### config.mk
export PLATFORM = sky130hd
export DESIGN_NAME = pwmd_seq
export DESIGN_NICKNAME = d
export VERILOG_FILES = /design/src/sv/pwmd_pkg.sv /design/src/sv/pwmd_mul.sv /design/src/sv/pwmd_seq.sv
export SDC_FILE = /design/constraint.sdc
export NUM_CORES = 2
export LEC_CHECK = 0
export BUFFER_PORTS_ARGS = -buffer_cell sky130_fd_sc_hd__buf_2
export CELL_PAD_IN_SITES_DETAIL_PLACEMENT = 1
export CELL_PAD_IN_SITES_GLOBAL_PLACEMENT = 2
export CORE_MARGIN = 2
export CORE_UTILIZATION = 37
export DETAILED_ROUTE_END_ITERATION = 6
export GPL_TIMING_DRIVEN = 0
export HOLD_SLACK_MARGIN = 0.1
export PLACE_DENSITY_LB_ADDON = 0.05
export SETUP_SLACK_MARGIN = 0.3
export SYNTH_ARGS = -nofsm -noshare
export SYNTH_HDL_FRONTEND = slang
export SYNTH_SLANG_ARGS = --single-unit
### constraint.sdc
create_clock -name clk -period 12.6 [get_ports clk]
set_input_delay 2.52 -clock clk [delete_from_list [all_inputs] [get_ports clk]]
set_output_delay 2.52 -clock clk [all_outputs]
set_load 0.05 [all_outputs]
### src/sv/pwmd_pkg.sv
// ----------------------------------------------------------------------------
// pwmd_pkg
// Shared widths, register map, reset values and inter-module structs.
// ----------------------------------------------------------------------------
package pwmd_pkg;

  localparam int SAMPLE_BITS   = 24;
  localparam int INTERNAL_BITS = 40;
  localparam int FRAC_BITS     = INTERNAL_BITS - 12;
  localparam int LSB_POS       = FRAC_BITS - (SAMPLE_BITS - 1);
  localparam int INT_W         = INTERNAL_BITS;
  localparam int T_W           = 32;
  localparam int MUL_W         = 36;
  localparam int SEED_W        = 32;
  localparam int SH_W          = 5;

  localparam int CFG_IDX_W  = 2;
  localparam int CFG_DATA_W = 17;
  localparam int TRIM_W     = 6;
  localparam int WGT_W      = 5;
  localparam int WET_W      = 17;

  typedef enum logic [CFG_IDX_W-1:0] {
    REG_TRIM  = 2'd0,
    REG_PLUS  = 2'd1,
    REG_MINUS = 2'd2,
    REG_WET   = 2'd3
  } reg_idx_t;

  typedef struct packed {
    logic [TRIM_W-1:0] trim;
    logic [WGT_W-1:0]  plus;
    logic [WGT_W-1:0]  minus;
    logic [WET_W-1:0]  wet;
  } cfg_t;

  localparam cfg_t CFG_RST = '{
    trim:  TRIM_W'(1),
    plus:  WGT_W'(1),
    minus: WGT_W'(1),
    wet:   WET_W'(65536)
  };

  localparam logic [SEED_W-1:0] SEED_L_RST = 32'h12345678;
  localparam logic [SEED_W-1:0] SEED_R_RST = 32'h87654321;

  typedef struct packed {
    logic             start;
    logic [MUL_W-1:0] a;
    logic [MUL_W-1:0] b;
    logic             neg;
    logic [SH_W-1:0]  n;
  } mul_req_t;

  typedef struct packed {
    logic             done;
    logic [INT_W-1:0] res;
  } mul_rsp_t;

endpackage

### src/sv/pwmd_mul.sv
// ----------------------------------------------------------------------------
// pwmd_mul
// Iterative 36x36 magnitude multiplier on one 36x18 array, with rounded
// right shift (half away from zero) and sign applied to the result.
// ----------------------------------------------------------------------------
module pwmd_mul import pwmd_pkg::*; (
  input  logic     clk,
  input  logic     rst,
  input  mul_req_t req,
  output mul_rsp_t rsp
);

  localparam int HALF_W = MUL_W / 2;
  localparam int PROD_W = MUL_W + HALF_W;
  localparam int ACC_W  = 2 * MUL_W;

  localparam logic [1:0] PH_HI  = 2'd0;
  localparam logic [1:0] PH_LO  = 2'd1;
  localparam logic [1:0] PH_ADD = 2'd2;
  localparam logic [1:0] PH_RND = 2'd3;

  logic              busy;
  logic [1:0]        ph;
  logic              done;
  logic [MUL_W-1:0]  a_r;
  logic [MUL_W-1:0]  b_r;
  logic              neg_r;
  logic [SH_W-1:0]   n_r;
  logic [PROD_W-1:0] prod;
  logic [ACC_W-1:0]  acc;
  logic [INT_W-1:0]  res_r;

  logic [HALF_W-1:0] b_part;
  logic [ACC_W-1:0]  half;
  logic [ACC_W-1:0]  rsum;
  logic [ACC_W-1:0]  rmag;
  logic [INT_W-1:0]  rlo;
  logic [INT_W-1:0]  rval;

  assign b_part = ph[0] ? b_r[HALF_W-1:0] : b_r[MUL_W-1:HALF_W];

  always_comb begin
    half = ACC_W'(1) << (n_r - 1'b1);
    rsum = acc + half;
    rmag = rsum >> n_r;
    rlo  = rmag[INT_W-1:0];
    rval = neg_r ? (~rlo + 1'b1) : rlo;
  end

  always_ff @(posedge clk) begin
    if (rst) begin
      busy <= 1'b0;
      ph   <= PH_HI;
      done <= 1'b0;
    end else begin
      done <= 1'b0;
      if (req.start) begin
        busy <= 1'b1;
        ph   <= PH_HI;
      end else if (busy) begin
        ph <= ph + 2'd1;
        if (ph == PH_RND) begin
          busy <= 1'b0;
          done <= 1'b1;
        end
      end
    end
  end

  always_ff @(posedge clk) begin
    if (req.start) begin
      a_r   <= req.a;
      b_r   <= req.b;
      neg_r <= req.neg;
      n_r   <= req.n;
    end
    if (busy) begin
      case (ph)
        PH_HI: begin
          prod <= PROD_W'(a_r) * PROD_W'(b_part);
        end
        PH_LO: begin
          acc  <= ACC_W'(prod) << HALF_W;
          prod <= PROD_W'(a_r) * PROD_W'(b_part);
        end
        PH_ADD: begin
          acc <= acc + ACC_W'(prod);
        end
        default: begin
          res_r <= rval;
        end
      endcase
    end
  end

  assign rsp.done = done;
  assign rsp.res  = res_r;

endmodule

### src/sv/pwmd_seq.sv
// ----------------------------------------------------------------------------
// pwmd_seq
// Frame sequencer: trims, shapes, mixes, dithers and saturates the left and
// then the right sample, issuing all products to the shared multiplier.
// ----------------------------------------------------------------------------
module pwmd_seq import pwmd_pkg::*; (
  input  logic                   clk,
  input  logic                   rst,
  input  cfg_t                   cfg,
  input  logic                   start,
  input  logic [SAMPLE_BITS-1:0] left_in,
  input  logic [SAMPLE_BITS-1:0] right_in,
  output logic                   idle,
  output logic                   res_valid,
  input  logic                   res_take,
  output logic [SAMPLE_BITS-1:0] res_left,
  output logic [SAMPLE_BITS-1:0] res_right
);

  typedef enum logic [11:0] {
    ST_IDLE   = 12'b000000000001,
    ST_TRIM   = 12'b000000000010,
    ST_MUL    = 12'b000000000100,
    ST_WAIT   = 12'b000000001000,
    ST_POLY1  = 12'b000000010000,
    ST_POLY2  = 12'b000000100000,
    ST_WEIGH  = 12'b000001000000,
    ST_DIFF   = 12'b000010000000,
    ST_DITHER = 12'b000100000000,
    ST_ZSUM   = 12'b001000000000,
    ST_OUT    = 12'b010000000000,
    ST_DONE   = 12'b100000000000
  } state_t;

  typedef enum logic [1:0] {
    OP_SQ   = 2'd0,
    OP_CUBE = 2'd1,
    OP_QUAD = 2'd2,
    OP_MIX  = 2'd3
  } op_t;

  localparam logic signed [TRIM_W-1:0] TRIM_MIN = TRIM_W'(-2);
  localparam logic signed [TRIM_W-1:0] TRIM_OFF = TRIM_W'(17);
  localparam logic signed [TRIM_W-1:0] LSB_S    = TRIM_W'(LSB_POS);
  localparam logic [WGT_W-1:0]         WGT_OFF  = WGT_W'(17);
  localparam logic [WGT_W-1:0]         WGT_MIN  = WGT_W'(1);
  localparam logic [WET_W-1:0]         MIX_ONE  = WET_W'(65536);
  localparam logic [SH_W-1:0]          FRAC_SH  = SH_W'(FRAC_BITS);
  localparam logic [SH_W-1:0]          MIX_SH   = SH_W'(16);
  localparam logic [SH_W-1:0]          DITH_SH  = SH_W'(31 - LSB_POS);
  localparam logic [SH_W-1:0]          OUT_SH   = SH_W'(LSB_POS);
  localparam logic [SH_W-1:0]          P3_SH    = SH_W'(2);
  localparam logic [SH_W-1:0]          P24_SH   = SH_W'(4);
  localparam logic signed [INT_W-1:0]  DITHER_CENTER = INT_W'(64'h7fffffff);
  localparam logic signed [INT_W-1:0]  SAT_HI =
    INT_W'((longint'(1) << (SAMPLE_BITS - 1)) - 1);
  localparam logic signed [INT_W-1:0]  SAT_LO =
    INT_W'(-(longint'(1) << (SAMPLE_BITS - 1)));

  function automatic logic signed [INT_W-1:0] rnd_shr(
    input logic signed [INT_W-1:0] v,
    input logic [SH_W-1:0]         n
  );
    logic [INT_W-1:0] mag;
    logic [INT_W-1:0] half;
    logic [INT_W-1:0] r;
    mag  = v[INT_W-1] ? (~v + 1'b1) : v;
    half = (n == '0) ? '0 : (INT_W'(1) << (n - 1'b1));
    r    = (mag + half) >> n;
    return v[INT_W-1] ? $signed(~r + 1'b1) : $signed(r);
  endfunction

  function automatic logic signed [INT_W-1:0] weigh(
    input logic signed [INT_W-1:0] v,
    input logic [WGT_W-1:0]        code
  );
    logic [WGT_W-1:0] eff;
    eff = (code == '0) ? WGT_MIN : code;
    if (code >= WGT_OFF) begin
      return '0;
    end
    return rnd_shr(v, eff);
  endfunction

  function automatic logic [SEED_W-1:0] next_seed(input logic [SEED_W-1:0] s);
    logic [SEED_W-1:0] r;
    r = s ^ (s << 13);
    r = r ^ (r >> 17);
    r = r ^ (r << 5);
    return r;
  endfunction

  state_t state;
  op_t    op;
  logic   ch;

  logic [SEED_W-1:0] seed_l;
  logic [SEED_W-1:0] seed_r;

  logic signed [SAMPLE_BITS-1:0] xl;
  logic signed [SAMPLE_BITS-1:0] xr;
  logic signed [T_W-1:0]         t;
  logic signed [INT_W-1:0]       t2;
  logic signed [INT_W-1:0]       t3;
  logic signed [INT_W-1:0]       t4;
  logic signed [INT_W-1:0]       pp;
  logic signed [INT_W-1:0]       mm;
  logic signed [INT_W-1:0]       acc;
  logic [SAMPLE_BITS-1:0]        res_l;
  logic [SAMPLE_BITS-1:0]        res_r;

  logic signed [SAMPLE_BITS-1:0] x_cur;
  logic signed [INT_W-1:0]       x_ext;
  logic signed [INT_W-1:0]       d;
  logic [SEED_W-1:0]             seed_cur;
  logic signed [TRIM_W-1:0]      trim_s;
  logic signed [TRIM_W-1:0]      trim_c;
  logic signed [TRIM_W-1:0]      tdiff;
  logic signed [TRIM_W-1:0]      tneg;
  logic signed [T_W-1:0]         t_next;
  logic [T_W-1:0]                t_mag;
  logic [INT_W-1:0]              pp_mag;
  logic [WET_W-1:0]              wet_c;
  logic signed [INT_W-1:0]       q;
  logic [SAMPLE_BITS-1:0]        q_sat;
  logic signed [INT_W-1:0]       mres;

  mul_req_t mreq;
  mul_rsp_t mrsp;

  pwmd_mul u_mul (
    .clk (clk),
    .rst (rst),
    .req (mreq),
    .rsp (mrsp)
  );

  assign x_cur    = ch ? xr : xl;
  assign x_ext    = INT_W'(x_cur);
  assign d        = x_ext <<< LSB_POS;
  assign seed_cur = ch ? seed_r : seed_l;
  assign t_mag    = t[T_W-1] ? (~t + 1'b1) : t;
  assign pp_mag   = pp[INT_W-1] ? (~pp + 1'b1) : pp;
  assign wet_c    = (cfg.wet > MIX_ONE) ? MIX_ONE : cfg.wet;
  assign mres     = $signed(mrsp.res);

  always_comb begin
    trim_s = $signed(cfg.trim);
    trim_c = (trim_s < TRIM_MIN) ? TRIM_MIN : trim_s;
    tdiff  = LSB_S - trim_c;
    tneg   = -tdiff;
    if (trim_c >= TRIM_OFF) begin
      t_next = '0;
    end else if (!tdiff[TRIM_W-1]) begin
      t_next = T_W'(x_ext <<< tdiff[2:0]);
    end else begin
      t_next = T_W'(rnd_shr(x_ext, tneg[SH_W-1:0]));
    end
  end

  always_comb begin
    q = rnd_shr(acc, OUT_SH);
    if (q > SAT_HI) begin
      q_sat = SAT_HI[SAMPLE_BITS-1:0];
    end else if (q < SAT_LO) begin
      q_sat = SAT_LO[SAMPLE_BITS-1:0];
    end else begin
      q_sat = q[SAMPLE_BITS-1:0];
    end
  end

  always_comb begin
    mreq       = '0;
    mreq.start = (state == ST_MUL);
    mreq.n     = FRAC_SH;
    unique case (op)
      OP_SQ: begin
        mreq.a = MUL_W'(t_mag);
        mreq.b = MUL_W'(t_mag);
      end
      OP_CUBE: begin
        mreq.a   = t2[MUL_W-1:0];
        mreq.b   = MUL_W'(t_mag);
        mreq.neg = t[T_W-1];
      end
      OP_QUAD: begin
        mreq.a = t2[MUL_W-1:0];
        mreq.b = t2[MUL_W-1:0];
      end
      OP_MIX: begin
        mreq.a   = pp_mag[MUL_W-1:0];
        mreq.b   = MUL_W'(wet_c);
        mreq.neg = pp[INT_W-1];
        mreq.n   = MIX_SH;
      end
    endcase
  end

  always_ff @(posedge clk) begin
    if (rst) begin
      state  <= ST_IDLE;
      op     <= OP_SQ;
      ch     <= 1'b0;
      seed_l <= SEED_L_RST;
      seed_r <= SEED_R_RST;
    end else begin
      unique case (state)
        ST_IDLE: begin
          if (start) begin
            ch    <= 1'b0;
            state <= ST_TRIM;
          end
        end
        ST_TRIM: begin
          op    <= OP_SQ;
          state <= ST_MUL;
          if (ch) begin
            seed_r <= next_seed(seed_r);
          end else begin
            seed_l <= next_seed(seed_l);
          end
        end
        ST_MUL: state <= ST_WAIT;
        ST_WAIT: begin
          if (mrsp.done) begin
            unique case (op)
              OP_SQ: begin
                op    <= OP_CUBE;
                state <= ST_MUL;
              end
              OP_CUBE: begin
                op    <= OP_QUAD;
                state <= ST_MUL;
              end
              OP_QUAD: state <= ST_POLY1;
              OP_MIX:  state <= ST_DITHER;
            endcase
          end
        end
        ST_POLY1: state <= ST_POLY2;
        ST_POLY2: state <= ST_WEIGH;
        ST_WEIGH: state <= ST_DIFF;
        ST_DIFF: begin
          op    <= OP_MIX;
          state <= ST_MUL;
        end
        ST_DITHER: state <= ST_ZSUM;
        ST_ZSUM:   state <= ST_OUT;
        ST_OUT: begin
          if (ch) begin
            state <= ST_DONE;
          end else begin
            ch    <= 1'b1;
            state <= ST_TRIM;
          end
        end
        ST_DONE: begin
          if (res_take) begin
            state <= ST_IDLE;
          end
        end
        default: state <= ST_IDLE;
      endcase
    end
  end

  always_ff @(posedge clk) begin
    unique case (state)
      ST_IDLE: begin
        if (start) begin
          xl <= left_in;
          xr <= right_in;
        end
      end
      ST_TRIM: t <= t_next;
      ST_WAIT: begin
        if (mrsp.done) begin
          unique case (op)
            OP_SQ:   t2  <= mres;
            OP_CUBE: t3  <= mres;
            OP_QUAD: t4  <= mres;
            OP_MIX:  acc <= d + mres;
          endcase
        end
      end
      ST_POLY1: begin
        pp <= (INT_W'(t) <<< 1) - t2;
        mm <= INT_W'(t) + rnd_shr(t3, P3_SH);
        t4 <= t2 + t4;
      end
      ST_POLY2:  mm <= mm - rnd_shr(t4, P24_SH);
      ST_WEIGH: begin
        pp <= weigh(pp, cfg.plus);
        mm <= weigh(mm, cfg.minus);
      end
      ST_DIFF:   pp <= pp + mm - d;
      ST_DITHER: pp <= rnd_shr($signed(INT_W'(seed_cur)) - DITHER_CENTER, DITH_SH);
      ST_ZSUM:   acc <= acc + pp;
      ST_OUT: begin
        if (ch) begin
          res_r <= q_sat;
        end else begin
          res_l <= q_sat;
        end
      end
      default: ;
    endcase
  end

  assign idle      = (state == ST_IDLE);
  assign res_valid = (state == ST_DONE);
  assign res_left  = res_l;
  assign res_right = res_r;

endmodule

# Word level (Yosys, flattened, before mapping)

Index checks and enable logic that the tools add are counted.

Register bits: 695
Output and inout port bits: 50
Word-level logic and storage cells: 232

$add $sub $neg: 41
Multiply operators: 1
$lt $le $gt $ge: 7
Eq/ne operators: 24
Shifts and indexed selects: 9
Multiplexer cells: 64
Bitwise operators: 25
Reduce and logical (&&, ||, !) cells: 35

Operator list:

| kind                  | count |
|---|---|
| $mux 40               | 25 |
| $add 40x1->40 const B | 14 |
| $not 40->40           | 10 |
| $pmux 72 s4           | 1 |
| $add 40x40->40        | 6 |
| $pmux 40 s2           | 2 |
| $pmux 40 s4           | 1 |
| $pmux 72 s2           | 1 |
| $pmux 12 s11          | 1 |
| $mux 32               | 4 |
| $xor 32x32->32        | 4 |
| $pmux 40 s3           | 1 |
| $shl 1x5->40 const A  | 3 |
| $shr 40x5->40         | 2 |
| $add 72x54->72        | 1 |
| $add 72x72->72        | 1 |
| $mux 24               | 3 |
| $shl 1x5->72 const A  | 1 |
| $shr 72x5->40         | 1 |
| $add 32x1->32 const B | 2 |
| $not 32->32           | 2 |
| $xor 32x15->32        | 2 |
| $mul 36x18->54        | 1 |
| $mux 12               | 4 |
| other kinds (64)      | 113 |

# Longest topological paths before layout

Word-level depth: 13
Depth in mapped cells: 46

# Hierarchy

From an unflattened synthesis, not the netlist that was laid out.

Cells, all modules: 13583
Area total of the unflattened synthesis: 108300.1 µm²

Modules (own cells, without submodules):

| module   | times used | cells an instance | area each (µm²) | seq. area each (µm²) |
|---|---|---|---|---|
| pwmd_seq | 1          | 8804              | 66369.9         | 12632.1 |
| pwmd_mul | 1          | 4779              | 41930.2         | 7377.1 |

# Worst setup path after synthesis

OpenSTA, ideal clock, no wires.

Path type: input port to flip-flop
From: input cfg[30] (netlist name)
To: register t[22] (data pin)
Setup time: 0.271 ns
Data arrival time: 12.856 ns
Setup slack: -0.528 ns
Stages: 40
Cell sequence: and3_1 -> nand3_1 -> ha_1 -> clkbuf_1 -> nor2b_1 -> clkbuf_1 -> clkbuf_1 -> buf_1 -> clkbuf_1 -> buf_1 -> clkbuf_1 -> ha_1 -> xnor2_1 -> clkbuf_1 -> clkbuf_1 -> buf_1 -> clkbuf_1 -> buf_1 -> [... 4 more ...] -> ha_1 -> clkbuf_1 -> and3_1 -> and2_1 -> a221o_1 -> o31ai_1 -> o31ai_1 -> o21ai_0 -> mux2i_1 -> and3b_1 -> or3_1 -> a22o_1 -> or4_1 -> nor3_1 -> nand3_1 -> o41ai_1 -> xor2_1 -> o22ai_1

Longest elaborated chain between the ends: 13
Elaborated cells on any way between the ends: 16

RTL lines:

| element              | line            | source |
|---|---|---|
| start, declared      | pwmd_seq.sv:9   | `input cfg_t cfg,` |
| $lt 6x2->1           | pwmd_seq.sv:149 | `trim_c = (trim_s < TRIM_MIN) ? TRIM_MIN : trim_s;` |
| $mux 6 (*)           | pwmd_seq.sv:149 |  |
| $sub 4x6->6          | pwmd_seq.sv:150 | `tdiff = LSB_S - trim_c;` |
| $neg 5->5            | pwmd_seq.sv:151 | `tneg = -tdiff;` |
| $sub 5x1->5          | pwmd_seq.sv:68  | `half = (n == '0) ? '0 : (INT_W'(1) << (n - 1'b1));` |
| $shl 1x5->40         | pwmd_seq.sv:68  |  |
| $mux 40              | pwmd_seq.sv:68  |  |
| $add 40x40->40       | pwmd_seq.sv:69  | `r = (mag + half) >> n;` |
| $shr 40x5->32        | pwmd_seq.sv:69  |  |
| $not 32->32          | pwmd_seq.sv:70  | `return v[INT_W-1] ? $signed(~r + 1'b1) : $signed(r);` |
| $add 32x1->32        | pwmd_seq.sv:70  |  |
| $mux 32              | pwmd_seq.sv:70  |  |
| $mux 32              | pwmd_seq.sv:154 | `end else if (!tdiff[TRIM_W-1]) begin` |
| end signal, assigned | pwmd_seq.sv:275 | `ST_TRIM: t <= t_next;` |
| end, declared        | pwmd_seq.sv:102 | `logic signed [T_W-1:0] t;` |

Mark *: on every way between the ends. The rest lies on a longest branch, timed or not.
A chain may end at the register's enable or synchronous reset.

# Final worst setup path

From: register ch
To: register t[27] (data pin)

Longest elaborated chain between the ends: 10
Elaborated cells on any way between the ends: 11

RTL lines:

| element                | line            | source |
|---|---|---|
| start, declared        | pwmd_seq.sv:95  | `logic ch;` |
| start signal, assigned | pwmd_seq.sv:203 | `ch <= 1'b0;` |
| start signal, assigned | pwmd_seq.sv:210 | `ch <= 1'b0;` |
| start signal, assigned | pwmd_seq.sv:253 | `ch <= 1'b1;` |
| $mux 24 (*)            | pwmd_seq.sv:138 | `assign x_cur = ch ? xr : xl;` |
| $not 40->40            | pwmd_seq.sv:67  | `mag = v[INT_W-1] ? (~v + 1'b1) : v;` |
| $add 40x1->40          | pwmd_seq.sv:67  |  |
| $mux 40                | pwmd_seq.sv:67  |  |
| $add 40x40->40         | pwmd_seq.sv:69  |  |
| $shr 40x5->32          | pwmd_seq.sv:69  |  |
| $not 32->32            | pwmd_seq.sv:70  |  |
| $add 32x1->32          | pwmd_seq.sv:70  |  |
| $mux 32                | pwmd_seq.sv:70  |  |
| $mux 32 (*)            | pwmd_seq.sv:154 |  |

Marks and branches as above.

==> impl_metrics.ini <==
[critical_path]
worst_path_most_repeated_cell = clkbuf_2
crit_path_start_kind = register
timing.critical_path.arrival_ns = 12.48
critical_path_s_slowest_cell = clkdlybuf4s15_2
criticalPathCategory = reg -> reg
crit_required_ns = 13.07
timing.critical_path.fanout_max = 10
worst_setup_path_end_kind = register
worst_path_largest_cell_delay_ns = 0.64

[synthesis]
synth_seq_cells = 687
yosysTopAreaCellShare_pct = 18.52
synthCells = 11986
synth_top_flop_cell = edfxtp_1
synth_area_per_cell_um2 = 8.169
synth_sequential_area_ratio_pct = 20.22
post_synth_main_area_contributors = edfxtp_1 19%, fa_1 12%, ha_1 7.5%
number_of_enable_flip_flop_cells_after_synthesis = 604
synth_area_um2 = 97920
synthesis.yosys.warnings = 0
netlist-cell-type-count = 107
synth_top_area_cell = edfxtp_1
async_reset_ff_share_pct = 0

[clocking]
tritoncts = done
clk_pin_slew_worst_paths_ns = 0.07
clkSinkCount = 687
cts-root-buf = clkbuf_16
hold_buffers = 0
source_to_sink_clock_delay_at_the_later_pin_of_the_worst_skew_pair_ns = 0.79
cts_max_level = 3
cts_inserted_buffers = 88
clk_path_buf_depth = 3

[status]
outcome = complete, but fails checks
violations = capacitance limit, slew limit

[drt]
wl_met3_um = 25350
wl_met2_um = 221200
via_count = 95873
wl_per_cell_um = 30.23
final_antenna_net_count = 0
m1WireLength_um = 205500
postRouteWirelength_um = 479700
topRoutingLayerUsed = met4
starting_drt_drc_count = 7941
drt_first_pass_iters = 6
viasPerCell = 6.042
post-route-drc-count = 0

[sta]
achievable-frequency_mhz = 83.32
slew_viol_final = 12
finalClockSkew_ns = 0.08734
worst-slew-pin-transition_ns = 1.518
setup-violations-final = 0
min_period_over_period_pct = 95.25
fin_ws_ns = 0.5987
slew_headroom_pct = -1.190
timing_hold_violations_final = 0
final_period_minus_worst_setup_slack_ns = 12.00
rsz_0062_raised_after_global_routing = no

[layout]
end_of_flow_core_utilization_pct = 40.90
n_fill_cell = 31617
nets = 13529
drive_above_1_share_pct = 6.264
syn2layout_area_growth_pct = 9.742

[global_route]
grt_first_pass_wirelength_um = 690500
grt_pass1_vias = 97378
grt_antenna_before_repair = 31
grt_overflow = 0
maximum_number_of_pins_on_one_net_before_global_route_repair = 53
grt.total_usage_pct = 34.66

[power]
power_leakage_nw = 42.87
ir_drop_mv = 0.5195
power.density_nw_per_um2 = 114.8
post-layout-total-power_mw = 12.34

[place]
numPortBuffers = 130
routabilityCongestion = 1.007
detailed_place_hpwl_um = 400500
dpl_worst_slack_ns = -4.531

[die]
floorplan.die.height_um = 518.4
count_of_standard_cell_rows = 188
dieArea_um2 = 268800
initial_cell_density_of_the_core_pct = 37.27
floorplan.io_pins = 135
design.core.area_um2 = 262700
chipWidth_um = 518.4

[flow_run]
max_cap_viol_count = 2

[min_path]
hold_path_class = reg -> reg
[power by group]
group	internal [mW]	leakage [nW]	switching (mW)
sequential	2.75	6.13	0.124
clock	1.52	1.42	1.18
combinational	2.30	35.3	4.46
total	6.58	42.9	5.76
[layout by cell type (no fill, tap or decap), types with 58 or more instances in the layout]
master / netlist / layout
a211oi_1: 138 / 131
nor4_1: 72 / 71
o22ai_1: 92 / 92
fa_1: 588 / 588
nand4_1: 100 / 100
o41ai_1: 59 / 58
ha_1: 586 / 585
dfxtp_1: 83 / 83
mux2_2: 105 / 105
nand2b_1: 128 / 128
nand3_1: 301 / 296
xor2_1: 396 / 393
nor3_1: 308 / 303
a31oi_1: 112 / 112
mux2i_1: 194 / 179
or3_1: 138 / 138
buf_2: 3 / 145
xnor2_1: 766 / 761
clkbuf_1: 497 / 482
nand2_1: 1388 / 1379
clkbuf_16: 0 / 89
inv_1: 941 / 941
o31ai_1: 139 / 135
o211ai_1: 81 / 81
a21o_1: 209 / 209
nor2_1: 923 / 912
and2_1: 141 / 138
edfxtp_1: 604 / 604
nor2b_1: 188 / 187
o21a_1: 108 / 108
a21oi_1: 659 / 656
or2_2: 80 / 80
o21ai_0: 685 / 676
and3_1: 116 / 115
buf_1: 111 / 95
[cell families after synthesis]
family / share of synthesized area, %
buffers and inverters: 5.989
XOR/XNOR: 10.41
AO/OA/AOI/OAI: 19.89
flip-flops: 20.22
adder cells (fa/ha/maj): 19.51
AND/OR/NAND/NOR: 20.16
multiplexers: 3.803
other: 0.007670
[layer usage]
layer	vias up	GRT usage, %
met5	-	0
met4	0	16.83
met3	679	3.615
met2	3019	56.82
met1	49095	45.48
li1	43080	-
[critical path: cells and delay by family, from the launching register on]
family                   cells  cell delay, ns
XOR/XNOR                     2            0.49
AND/OR/NAND/NOR             10            2.69
multiplexers                 1            0.52
AO/OA/AOI/OAI               10            2.70
adder cells (fa/ha/maj)      1            0.35
flip-flops                   1            0.36
buffers and inverters       12            4.51
[final timing paths]
kind	end	from	slack (ns)	cells after the start
max	t[27]	ch	0.60	36
min	seed_r[26]	seed_r[26]	0.54	1
max reg2reg	t[27]	ch	0.60	36
min reg2reg	seed_r[26]	seed_r[26]	0.54	1
[state kept, by name (all words and copies together), names as in the netlist, 40 cells and up]
| signal | flops |
|---|---|
| acc | 40 |
| mm | 40 |
| pp | 40 |
| t2 | 40 |
| t3 | 40 |
| t4 | 40 |
| u_mul.acc | 68 |
| u_mul.prod | 54 |
| u_mul.res_r | 40 |
[synthesized netlist by cell type, types with 81 or more instances]
cell,instances
nor3_1,308
edfxtp_1,604
and2_1,141
a31oi_1,112
ha_1,586
xor2_1,396
nand2_1,1388
or3_1,138
a21o_1,209
xnor2_1,766
nor2b_1,188
a211oi_1,138
dfxtp_1,83
clkbuf_1,497
o21a_1,108
mux2i_1,194
a21oi_1,659
nand2b_1,128
o22ai_1,92
o21ai_0,685
fa_1,588
nand3_1,301
nor2_1,923
o211ai_1,81
inv_1,941
nand4_1,100
o31ai_1,139
mux2_2,105
buf_1,111
and3_1,116
[through the flow]
step | cell area [µm²] | std cells | hold slack, ns | setup TNS (ns)
floorplan | 97970 | 11995 | 0.4566 | 0
global placement | 103000 | 15640 | 0.5054 | -168.68
detailed placement | 103800 | 15678 | 0.5204 | -146.04
CTS | 107100 | 15849 | 0.5347 | 0
global route | 107400 | 15858 | 0.5592 | 0
finish | 107500 | 15868 | 0.5356 | 0
[final cells by class]
type | instances | area [µm²] | area share [%]
Timing Repair Buffer | 185 | 1354 | 1.260
Antenna cell | 12 | 30.03 | 0.02795
Inverter | 949 | 3562 | 3.315
Clock buffer | 108 | 2308 | 2.148
Tap cell | 3515 | 4398 | 4.093
Sequential cell | 687 | 19800 | 18.43
Multi-Input combinational cell | 9747 | 72900 | 67.84
Clock inverter | 53 | 658.1 | 0.6125
Buffer | 612 | 2449 | 2.279
[repair_timing]
action                     in CTS  in global routing
setup endpoints to repair      75                 82
pin swaps                       5                 10
gates resized for setup       100                 83
setup buffers                  10                  7
(Power assumes the default switching activity.)
